===== config.mk =====
export PLATFORM = sky130hd
export DESIGN_NAME = http_byte_range_header_parser
export DESIGN_NICKNAME = d
export VERILOG_FILES = /design/src/rtl/core/brh_pkg.sv /design/src/rtl/core/brh_parse.sv /design/src/rtl/core/brh_judge.sv /design/src/rtl/core/http_byte_range_header_parser.sv
export SDC_FILE = /design/constraint.sdc
export NUM_CORES = 1
export LEC_CHECK = 0
export ABC_AREA = 1
export BUFFER_PORTS_ARGS = -buffer_cell sky130_fd_sc_hd__buf_2
export CORE_MARGIN = 1
export CORE_UTILIZATION = 38
export DETAILED_ROUTE_END_ITERATION = 12
export PLACE_DENSITY_LB_ADDON = 0.25
export SLEW_MARGIN = 0
export SYNTH_ARGS = -nofsm -noshare
export SYNTH_HDL_FRONTEND = slang
export SYNTH_HIERARCHICAL = 1
export SYNTH_SLANG_ARGS = --single-unit
export TNS_END_PERCENT = 5

===== constraint.sdc =====
create_clock -name aclk -period 5.1 [get_ports aclk]
set_input_delay 1.02 -clock aclk [delete_from_list [all_inputs] [get_ports aclk]]
set_output_delay 1.02 -clock aclk [all_outputs]
set_load 0.05 [all_outputs]

===== src/rtl/core/brh_pkg.sv =====
package brh_pkg;

    localparam int unsigned VALUE_W = 32;
    localparam int unsigned CHAR_W = 8;
    localparam int unsigned POS_W = 3;
    localparam int unsigned PREFIX_LEN = 6;

    localparam logic [VALUE_W-1:0] ALL_ONES = {VALUE_W{1'b1}};

    localparam logic [1:0] PH_PREFIX = 2'd0;
    localparam logic [1:0] PH_FIRST = 2'd1;
    localparam logic [1:0] PH_SECOND = 2'd2;

    localparam logic [CHAR_W-1:0] CH_SPACE = 8'h20;
    localparam logic [CHAR_W-1:0] CH_COMMA = 8'h2C;
    localparam logic [CHAR_W-1:0] CH_DASH = 8'h2D;
    localparam logic [CHAR_W-1:0] CH_ZERO = 8'h30;
    localparam logic [CHAR_W-1:0] CH_NINE = 8'h39;
    localparam logic [CHAR_W-1:0] CH_UPPER_A = 8'h41;
    localparam logic [CHAR_W-1:0] CH_UPPER_Z = 8'h5A;
    localparam logic [CHAR_W-1:0] CH_TAB = 8'h09;
    localparam logic [CHAR_W-1:0] CH_CR = 8'h0D;

    // state handed over at the final character
    typedef struct packed {
        logic               pre_ok;
        logic               second_seen;
        logic [VALUE_W-1:0] first_value;
        logic [VALUE_W-1:0] second_value;
    } brh_final_t;

    function automatic logic [CHAR_W-1:0] prefix_char(input logic [POS_W-1:0] pos);
        logic [CHAR_W-1:0] ch;
        case (pos)
            3'd0: ch = 8'h62; // b
            3'd1: ch = 8'h79; // y
            3'd2: ch = 8'h74; // t
            3'd3: ch = 8'h65; // e
            3'd4: ch = 8'h73; // s
            3'd5: ch = 8'h3D; // =
            default: ch = 8'h00;
        endcase
        return ch;
    endfunction

endpackage


===== src/rtl/core/brh_parse.sv =====
module brh_parse (
    input  logic                              aclk,
    input  logic                              aresetn,
    input  logic                              s_valid,
    output logic                              s_ready,
    input  logic [brh_pkg::CHAR_W-1:0]        s_char_code,
    input  logic                              s_last_char,
    output logic                              fin_valid,
    input  logic                              fin_ready,
    output brh_pkg::brh_final_t               fin_data
);

    logic                          in_valid_reg;
    logic [brh_pkg::CHAR_W-1:0]    char_reg;
    logic                          last_reg;

    logic [1:0]                    phase_reg, phase_next;
    logic [brh_pkg::POS_W-1:0]     pos_reg, pos_next;
    logic                          failed_reg, failed_next;
    logic [brh_pkg::VALUE_W-1:0]   first_reg, first_next;
    logic                          first_seen_reg, first_seen_next;
    logic [brh_pkg::VALUE_W-1:0]   second_reg, second_next;
    logic                          second_seen_reg, second_seen_next;
    logic                          content_reg, content_next;
    logic                          gap_reg, gap_next;

    logic                          fin_valid_reg;
    brh_pkg::brh_final_t           fin_reg;

    logic                          fin_free;
    logic                          advance;
    logic                          is_digit;
    logic                          is_other_ws;
    logic [brh_pkg::CHAR_W-1:0]    lc;
    logic [3:0]                    digit;
    logic [brh_pkg::VALUE_W-1:0]   acc_in;
    logic [brh_pkg::VALUE_W+3:0]   acc_sum;
    logic                          acc_ovf;
    logic                          fail_c;

    assign fin_free = !fin_valid_reg || fin_ready;
    assign advance = in_valid_reg && (!last_reg || fin_free);
    assign s_ready = !in_valid_reg || advance;
    assign fin_valid = fin_valid_reg;
    assign fin_data = fin_reg;

    assign is_digit = (char_reg >= brh_pkg::CH_ZERO) && (char_reg <= brh_pkg::CH_NINE);
    assign is_other_ws = (char_reg >= brh_pkg::CH_TAB) && (char_reg <= brh_pkg::CH_CR);
    assign lc = ((char_reg >= brh_pkg::CH_UPPER_A) && (char_reg <= brh_pkg::CH_UPPER_Z))
                ? (char_reg + 8'd32) : char_reg;
    assign digit = char_reg[3:0];

    // times-ten accumulate, one shared adder for both numbers
    assign acc_in = (phase_reg == brh_pkg::PH_SECOND) ? second_reg : first_reg;
    assign acc_sum = {1'b0, acc_in, 3'b000} + {3'b000, acc_in, 1'b0}
                   + {{brh_pkg::VALUE_W{1'b0}}, digit};
    assign acc_ovf = |acc_sum[brh_pkg::VALUE_W+3:brh_pkg::VALUE_W];

    always_comb begin
        phase_next = phase_reg;
        pos_next = pos_reg;
        failed_next = failed_reg;
        first_next = first_reg;
        first_seen_next = first_seen_reg;
        second_next = second_reg;
        second_seen_next = second_seen_reg;
        content_next = content_reg;
        gap_next = gap_reg;
        fail_c = failed_reg || gap_reg || (char_reg == brh_pkg::CH_COMMA);
        if (char_reg == brh_pkg::CH_SPACE) begin
            fail_c = failed_reg;
        end else if (is_other_ws) begin
            fail_c = failed_reg;
            if (content_reg) begin
                gap_next = 1'b1;
            end
        end else begin
            content_next = 1'b1;
            failed_next = fail_c;
            if (!fail_c) begin
                case (phase_reg)
                    brh_pkg::PH_PREFIX: begin
                        if ((pos_reg < brh_pkg::POS_W'(brh_pkg::PREFIX_LEN))
                                && (lc == brh_pkg::prefix_char(pos_reg))) begin
                            pos_next = pos_reg + brh_pkg::POS_W'(1);
                            if (pos_reg == brh_pkg::POS_W'(brh_pkg::PREFIX_LEN - 1)) begin
                                phase_next = brh_pkg::PH_FIRST;
                            end
                        end else begin
                            failed_next = 1'b1;
                        end
                    end
                    brh_pkg::PH_FIRST: begin
                        if (is_digit) begin
                            first_seen_next = 1'b1;
                            if (acc_ovf) begin
                                failed_next = 1'b1;
                            end else begin
                                first_next = acc_sum[brh_pkg::VALUE_W-1:0];
                            end
                        end else if ((char_reg == brh_pkg::CH_DASH) && first_seen_reg) begin
                            phase_next = brh_pkg::PH_SECOND;
                        end else begin
                            failed_next = 1'b1;
                        end
                    end
                    brh_pkg::PH_SECOND: begin
                        if (is_digit) begin
                            second_seen_next = 1'b1;
                            if (acc_ovf) begin
                                failed_next = 1'b1;
                            end else begin
                                second_next = acc_sum[brh_pkg::VALUE_W-1:0];
                            end
                        end else begin
                            failed_next = 1'b1;
                        end
                    end
                    default: begin
                        failed_next = 1'b1;
                    end
                endcase
            end
        end
    end

    always_ff @(posedge aclk) begin
        if (!aresetn) begin
            in_valid_reg <= 1'b0;
            fin_valid_reg <= 1'b0;
            phase_reg <= brh_pkg::PH_PREFIX;
            pos_reg <= '0;
            failed_reg <= 1'b0;
            first_reg <= '0;
            first_seen_reg <= 1'b0;
            second_reg <= '0;
            second_seen_reg <= 1'b0;
            content_reg <= 1'b0;
            gap_reg <= 1'b0;
        end else begin
            if (s_ready) begin
                in_valid_reg <= s_valid;
            end
            if (advance && last_reg) begin
                fin_valid_reg <= 1'b1;
            end else if (fin_free) begin
                fin_valid_reg <= 1'b0;
            end
            if (advance) begin
                if (last_reg) begin
                    phase_reg <= brh_pkg::PH_PREFIX;
                    pos_reg <= '0;
                    failed_reg <= 1'b0;
                    first_reg <= '0;
                    first_seen_reg <= 1'b0;
                    second_reg <= '0;
                    second_seen_reg <= 1'b0;
                    content_reg <= 1'b0;
                    gap_reg <= 1'b0;
                end else begin
                    phase_reg <= phase_next;
                    pos_reg <= pos_next;
                    failed_reg <= failed_next;
                    first_reg <= first_next;
                    first_seen_reg <= first_seen_next;
                    second_reg <= second_next;
                    second_seen_reg <= second_seen_next;
                    content_reg <= content_next;
                    gap_reg <= gap_next;
                end
            end
        end
    end

    always_ff @(posedge aclk) begin
        if (s_ready && s_valid) begin
            char_reg <= s_char_code;
            last_reg <= s_last_char;
        end
        if (advance && last_reg) begin
            fin_reg.pre_ok <= !failed_next && (phase_next == brh_pkg::PH_SECOND)
                              && first_seen_next;
            fin_reg.second_seen <= second_seen_next;
            fin_reg.first_value <= first_next;
            fin_reg.second_value <= second_next;
        end
    end

endmodule


===== src/rtl/core/brh_judge.sv =====
module brh_judge (
    input  logic                              aclk,
    input  logic                              aresetn,
    input  logic                              fin_valid,
    output logic                              fin_ready,
    input  brh_pkg::brh_final_t               fin_data,
    output logic                              m_valid,
    input  logic                              m_ready,
    output logic                              m_accepted,
    output logic [brh_pkg::VALUE_W-1:0]       m_first_byte,
    output logic [brh_pkg::VALUE_W-1:0]       m_last_byte,
    output logic                              m_open_ended
);

    logic                          m_valid_reg;
    logic                          accepted_reg;
    logic [brh_pkg::VALUE_W-1:0]   first_byte_reg;
    logic [brh_pkg::VALUE_W-1:0]   last_byte_reg;
    logic                          open_ended_reg;

    logic                          open_c;
    logic                          ok_c;

    assign fin_ready = !m_valid_reg || m_ready;

    assign open_c = !fin_data.second_seen || (fin_data.second_value == brh_pkg::ALL_ONES);
    assign ok_c = fin_data.pre_ok && (fin_data.first_value != brh_pkg::ALL_ONES)
                  && (open_c || (fin_data.first_value <= fin_data.second_value));

    always_ff @(posedge aclk) begin
        if (!aresetn) begin
            m_valid_reg <= 1'b0;
        end else if (fin_ready) begin
            m_valid_reg <= fin_valid;
        end
    end

    always_ff @(posedge aclk) begin
        if (fin_ready && fin_valid) begin
            accepted_reg <= ok_c;
            first_byte_reg <= ok_c ? fin_data.first_value : '0;
            last_byte_reg <= !ok_c ? '0
                           : (open_c ? brh_pkg::ALL_ONES : fin_data.second_value);
            open_ended_reg <= ok_c && open_c;
        end
    end

    assign m_valid = m_valid_reg;
    assign m_accepted = accepted_reg;
    assign m_first_byte = first_byte_reg;
    assign m_last_byte = last_byte_reg;
    assign m_open_ended = open_ended_reg;

endmodule


===== src/rtl/core/http_byte_range_header_parser.sv =====
// channel  direction  handshake          payload
// s_       in         s_valid / s_ready  s_char_code[7:0], s_last_char
// m_       out        m_valid / m_ready  m_accepted, m_first_byte[31:0],
//                                        m_last_byte[31:0], m_open_ended
//
// one character per cycle is taken while s_ready is high; each goes through an
// input register, one parse step and, for the final character, a range check
// stage and the result register.
// reset clears the parse state and all valid flags; the state also returns to
// its reset values after every final character.
// a stalled m_ready holds the result; s_ready drops only when a final character
// meets a full check stage.
module http_byte_range_header_parser (
    input  logic        aclk,
    input  logic        aresetn,
    input  logic        s_valid,
    output logic        s_ready,
    input  logic [7:0]  s_char_code,
    input  logic        s_last_char,
    output logic        m_valid,
    input  logic        m_ready,
    output logic        m_accepted,
    output logic [31:0] m_first_byte,
    output logic [31:0] m_last_byte,
    output logic        m_open_ended
);

    logic                  fin_valid;
    logic                  fin_ready;
    brh_pkg::brh_final_t   fin_data;

    brh_parse u_parse (
        .aclk        (aclk),
        .aresetn     (aresetn),
        .s_valid     (s_valid),
        .s_ready     (s_ready),
        .s_char_code (s_char_code),
        .s_last_char (s_last_char),
        .fin_valid   (fin_valid),
        .fin_ready   (fin_ready),
        .fin_data    (fin_data)
    );

    brh_judge u_judge (
        .aclk         (aclk),
        .aresetn      (aresetn),
        .fin_valid    (fin_valid),
        .fin_ready    (fin_ready),
        .fin_data     (fin_data),
        .m_valid      (m_valid),
        .m_ready      (m_ready),
        .m_accepted   (m_accepted),
        .m_first_byte (m_first_byte),
        .m_last_byte  (m_last_byte),
        .m_open_ended (m_open_ended)
    );

endmodule


== Yosys cells after proc, flatten, opt, wreduce, memory -nomap -nowiden ==
Index checks and enable logic that the tools add are counted.
Operators by class
  add/subtract/negate cells: 4
  order comparisons: 8
  equality and inequality tests: 17
  multiplexer cells: 68
  reduce and logical (&&, ||, !) cells: 39
Operators with widths (number)
  32-bit two-way mux: 16
  7-bit case mux with 6 select lines: 1
  8-bit two-way mux: 5
  35-bit by 33-bit adder with 36-bit output: 1
  36-bit by 4-bit adder with 36-bit output: 1
  32-bit equality test, second input constant: 1
  32-bit <= comparator: 1
  32-bit != test, second input constant: 1
  1-bit two-way mux: 30
  8-bit by 6-bit equality test with 1-bit output, second input constant: 3
  3-bit two-way mux: 6
  2-bit two-way mux: 8
  1-bit logical AND: 14
  2-bit nonzero test: 5
  8-bit by 6-bit adder with 8-bit output, second input constant: 1
  8-bit equality test: 1
  8-bit by 4-bit greater-or-equal comparator with 1-bit output, second input constant: 1
  8-bit by 6-bit greater-or-equal comparator with 1-bit output, second input constant: 1
  8-bit by 7-bit greater-or-equal comparator with 1-bit output, second input constant: 1
  8-bit by 4-bit <= comparator with 1-bit output, second input constant: 1
  8-bit by 6-bit <= comparator with 1-bit output, second input constant: 1
  8-bit by 7-bit <= comparator with 1-bit output, second input constant: 1
  1-bit logical OR: 8
  3-bit by 2-bit equality test with 1-bit output, second input constant: 2
  16 further kinds: 25
Word-level totals
  bits in registers: 218
  bits of input ports: 13

== Longest topological paths before layout ==
  depth after elaboration: 16
  gate-level depth with buffers: 28
  mapped depth without buffers: 25

== By module ==
Netlist, hierarchy kept.
Modules (own cells, without submodules)
  brh_parse: instances 1, cells each 1370, area an instance 9967.1 um2
  brh_judge: instances 1, cells each 382, area an instance 4017.6 um2

== Worst setup path before layout ==
No wires, ideal clock.
  kind: input to register
  from: input port m_ready
  to: register u_judge.accepted_reg, in the netlist u_judge/m_accepted (enable)
  setup time: 0.511 ns
  arrival: 4.247 ns
  path slack: 0.342 ns
  cell stages on the path: 2
  path buffers: 0
  cell sequence: inv_1 -> a21oi_1
Between the ends
  longest elaborated chain between the ends: 2
RTL lines
  from (decl): RTL line http_byte_range_header_parser.sv:21  | input logic m_ready,
  1-bit logical OR: RTL line brh_judge.sv:24  | assign fin_ready = !m_valid_reg || m_ready;
  1-bit logical AND: RTL line brh_judge.sv:39  | if (fin_ready && fin_valid) begin
  to (signal assigned): RTL line brh_judge.sv:40  | accepted_reg <= ok_c;
  to (decl): RTL line brh_judge.sv:16  | logic accepted_reg;
Every way passes these cells.
A chain may end at the register's enable or synchronous reset.

== Final worst setup path ==
  from: register u_parse.phase_reg[1]
  to: register u_parse/first_reg[28] (netlist bit)
Between the ends
  longest elaborated chain between the ends: 12
  elaborated cells between the ends (all ways): 13
  classes of those cells: add/sub: 2; eq/ne: 2; mux: 8; reduce/logical: 1
RTL lines
  from (decl): RTL line brh_parse.sv:17  | logic [1:0] phase_reg, phase_next;
  from (signal assigned): RTL line brh_parse.sv:131  | phase_reg <= brh_pkg::PH_PREFIX;
  from (signal assigned): RTL line brh_parse.sv:151  | phase_reg <= brh_pkg::PH_PREFIX;
  from (signal assigned): RTL line brh_parse.sv:161  | phase_reg <= phase_next;
  2-bit equality test: RTL line brh_parse.sv:54  | assign acc_in = (phase_reg == brh_pkg::PH_SECOND) ? second_reg : first_reg;
  32-bit two-way mux: RTL line brh_parse.sv:54
  35-bit by 33-bit adder with 36-bit output: RTL line brh_parse.sv:55  | assign acc_sum = {1'b0, acc_in, 3'b000} + {3'b000, acc_in, 1'b0}
  36-bit by 4-bit adder with 36-bit output: RTL line brh_parse.sv:56  | + {{brh_pkg::VALUE_W{1'b0}}, digit};
  4-bit OR reduction: RTL line brh_parse.sv:57  | assign acc_ovf = |acc_sum[brh_pkg::VALUE_W+3:brh_pkg::VALUE_W];
  32-bit two-way mux: RTL line brh_parse.sv:96  | if (acc_ovf) begin
  32-bit two-way mux: RTL line brh_parse.sv:94  | if (is_digit) begin
  32-bit two-way mux (*): RTL line brh_parse.sv:81  | case (phase_reg)
  32-bit two-way mux (*): RTL line brh_parse.sv:80  | if (!fail_c) begin
  32-bit two-way mux (*): RTL line brh_parse.sv:72  | end else if (is_other_ws) begin
  32-bit two-way mux (*): RTL line brh_parse.sv:70  | if (char_reg == brh_pkg::CH_SPACE) begin
  net u_parse.first_next (one bit): RTL line brh_parse.sv:20  | logic [brh_pkg::VALUE_W-1:0] first_reg, first_next;
  32-bit two-way mux (*): RTL line brh_parse.sv:150  | if (last_reg) begin
  to (signal assigned): RTL line brh_parse.sv:164  | first_reg <= first_next;
  to (decl): RTL line brh_parse.sv:20
The timed path passes the listed nets; every way through them passes the cells marked *.

==> summary.md <==
| Metric | Value |
|---|---|
| Status | `finished clean` |
| Synthesis-to-finish area growth | `11.7%` |
| RSZ-0062 raised after global routing | `no` |
| Final setup TNS | `0 ns` |
| Vias | `11500` |
| Die width | `approximately 190 um` |
| Post-layout util | `0.435` |
| Core ar. | `roughly 36000 sq um` |
| NumNets Final | `1924` |
| Global Route Usage Sum | `0.181` |
| Die Y | `194 um` |
| Clock sinks | `~220` |
| PD cells | `around 260 nW/um^2` |
| CP max stage delay | `0.43 ns` |
| Worst VDD drop | `0.000207 V` |
| CP Capture Type | `register` |
| Final max-slew violation count | `0` |
| Vias/cell | `around 5` |
| P_leak | `a little over 7 nW` |
| Yosys reg bits | `218` |
| DP Cell Count | `2243` |
| GRT Residual Overflow | `0` |
| Clock Path Buffers | `3` |
| Max FO, Critical Path | `66` |
| Diode count | `0` |
| Worst EP required | `~5.5 ns` |
| Post-synth top cells | `nand2_1, inv_1, edfxtp_1` |
| Multi-input logic area | `a little under 7000 sq um` |
| Tcrit/Tclk final | `0.860` |
| Post-Place Worst Slack | `0.836 ns` |
| Final hold vios | `0` |
| Critical path type | `reg2reg` |
| Setup WS post-layout | `0.713 ns` |
| YS warnings | `6` |
| CTS root buf | `clkbuf_16` |
| Number of flip-flops in the largest register | `66` |
| Clk Latency, worst-skew pair | `about 0.52 ns` |
| Largest net degree at the start of global routing | `70` |
| Fmax | `between 200 and 250 MHz` |
| Final setup fails | `0` |
| GP Congestion | `0.920` |
| Sequential area share after synthesis | `0.413` |
| Most flops, register | `u_parse/fin_data` |
| EDFF count, synth | `around 140` |
| Ys flop type | `edfxtp_1` |
| Synth area leaders | `edfxtp_1, nand2_1, dfxtp_1, ha_1, inv_1` |
| Rows | `around 70` |
| Number of H-tree levels | `1` |
| Initial core utilization | `0.389` |
| Share of layout cells above drive strength 1 | `0.118` |
| Data arrival time of the critical path | `4.75 ns` |
| Post-Syn Instances | `1752` |
| Reg clk slew, reported paths | `0.06 ns` |
| Top cell type's share of synthesized area | `0.303` |
| Slowest CP cell | `dfxtp_1` |
| CTS tree | `yes` |
| Post-CTS resize count | `0` |
| Mapped Nets | `about 1900` |
| Max-cap violations | `0` |
| TritonRoute pass-1 iters | `5` |
| Iteration-0 DRC Markers | `790` |
| FF+latch area | `5780 sq um` |
| Actual slew at the worst max-slew pin | `approximately 0.95 ns` |
| Io pins | `81` |
| Top-count cell post-synth | `nand2_1` |
| IO Port Bufs | `80` |
| Mapped Area | `14000 sq um` |
| Die area | `37600 sq um` |
| # Post-CTS Setup Buffers | `0` |
| First-pass GRT wire length | `55.8 mm` |
| Routed len/inst | `15.0 um` |
| Antenna violations before repair | `0` |
| Post-Route WL | `34.2 mm` |
| Antenna viol nets, final | `0` |
| Vias in the first global route | `~11000` |
| Async S/R FF share, synth | `0` |
| Yosys top cell by area | `edfxtp_1` |
| # fillers | `approximately 3600` |
| Clk_skew | `about 0.012 ns` |
| Residual DRC count | `0` |
| # hold bufs at CTS | `0` |
| CP dominant cell by count | `nand2_1` |
| Syn Area/Cell | `7.98 sq um` |
| Hold Path Class | `reg2reg` |
| Final std cells w/o fill | `roughly 2300` |
| Period minus WS final | `approximately 4.4 ns` |
| Relative slew margins | `0.359` |
| Critical path startpoint category | `register` |
| Critical-path cell list | `nand2_1 > buf_12 > o21ai_0 > ha_1 > ha_1 > a21oi_1 > o21bai_1 > a21boi_0 > nor2_1 > nor2_1 > nand2_1 > nor2_4 > buf_12 > nand3_2 > buf_12 > nand2_1 > nand2_1 > nand2_1 > a21oi_1` |
| Library cells used by synthesis | `47` |
| CTS Buf Count | `24` |
| Hpwl dp | `25.4 mm` |
-- critical path: cells and delay by family, from the launching register on --
kind	cells	cell delay, ns
fa+ha+maj	2	0.67
flops	1	0.43
simple gates	9	1.02
compound gates	5	1.31
buf+inv	3	0.74
-- worst paths after layout --
path	startpoint	to	slack (ns)	cells after the start
worst min register to register	u_parse/second_reg[29]$_SDFFE_PN0P_	u_parse/second_reg[29]$_SDFFE_PN0P_	0.46	2
worst max-delay path	u_parse/phase_reg[1]$_SDFFE_PN0P_	u_parse/first_reg[28]$_SDFFE_PN0P_	0.71	19
worst max register to register	u_parse/phase_reg[1]$_SDFFE_PN0P_	u_parse/first_reg[28]$_SDFFE_PN0P_	0.71	19
worst min-delay path	u_parse/second_reg[29]$_SDFFE_PN0P_	u_parse/second_reg[29]$_SDFFE_PN0P_	0.46	2
-- report_power, final --
part           switching [mW]  total (mW)  internal, mW
registers              0.0282        1.94          1.91
clock network           0.696        1.93          1.23
logic                   0.169       0.229        0.0599
total                   0.893        4.09          3.20
-- routing by layer --
| layer | vias to the layer above | track usage | share of wire |
|---|---|---|---|
| met1 | 5280 | 0.264 | 0.49 |
| met5 | - | 0 | 0 |
| met3 | 45 | 0.0190 | 0.051 |
| li1 | 5857 | - | - |
| met2 | 304 | 0.278 | 0.43 |
| met4 | 0 | 0.0585 | 0.025 |
-- kinds of logic after synthesis --
| family | synth area share |
|---|---|
| simple gates | 0.304 |
| buf+inv | 0.0956 |
| flops | 0.413 |
| compound gates | 0.0676 |
| fa+ha+maj | 0.0932 |
| xor+xnor | 0.0182 |
| mux | 0.00805 |
-- final cells by class --
class                   instances  area share
clock buffers                  34      0.0435
clock inverters                10      0.0128
flip-flops and latches        218       0.370
inverters                     244      0.0586
multi-input cells            1226       0.442
well taps                     461      0.0369
repair buffers                 94      0.0364
-- through the flow --
step	cell area, sq um	hold slack [ns]	total power [mW]
floorplan	14000	0.437	2.15
global placement	14700	0.451	2.20
detailed placement	14700	0.456	2.20
CTS	15600	0.465	4.13
global route	15600	0.481	4.23
finish	15600	0.464	4.09
-- cells in the final DEF, fill, tap and decap left out, drive strengths merged, types with 2 or more instances in the layout --
cell    Yosys  final
a31oi       3      3
nor4        6      6
clkinv      1      5
nand3      72     72
and3        3      3
o21ai      34     34
fa          2      2
xnor2      13     13
o21bai      6      6
nor3       21     21
buf        29     94
dfxtp      77     77
nand2     493    493
nand4      87     87
nand3b      2      2
a21boi      2      2
ha        101    101
and2       37     37
a21oi     120    120
xor2       16     16
inv       243    243
clkbuf     35     34
mux2       10     10
edfxtp    141    141
o21a        3      3
nor2      186    186
a21o        2      2
bufinv      0      6
No activity file was read; power rests on OpenSTA's default activity.
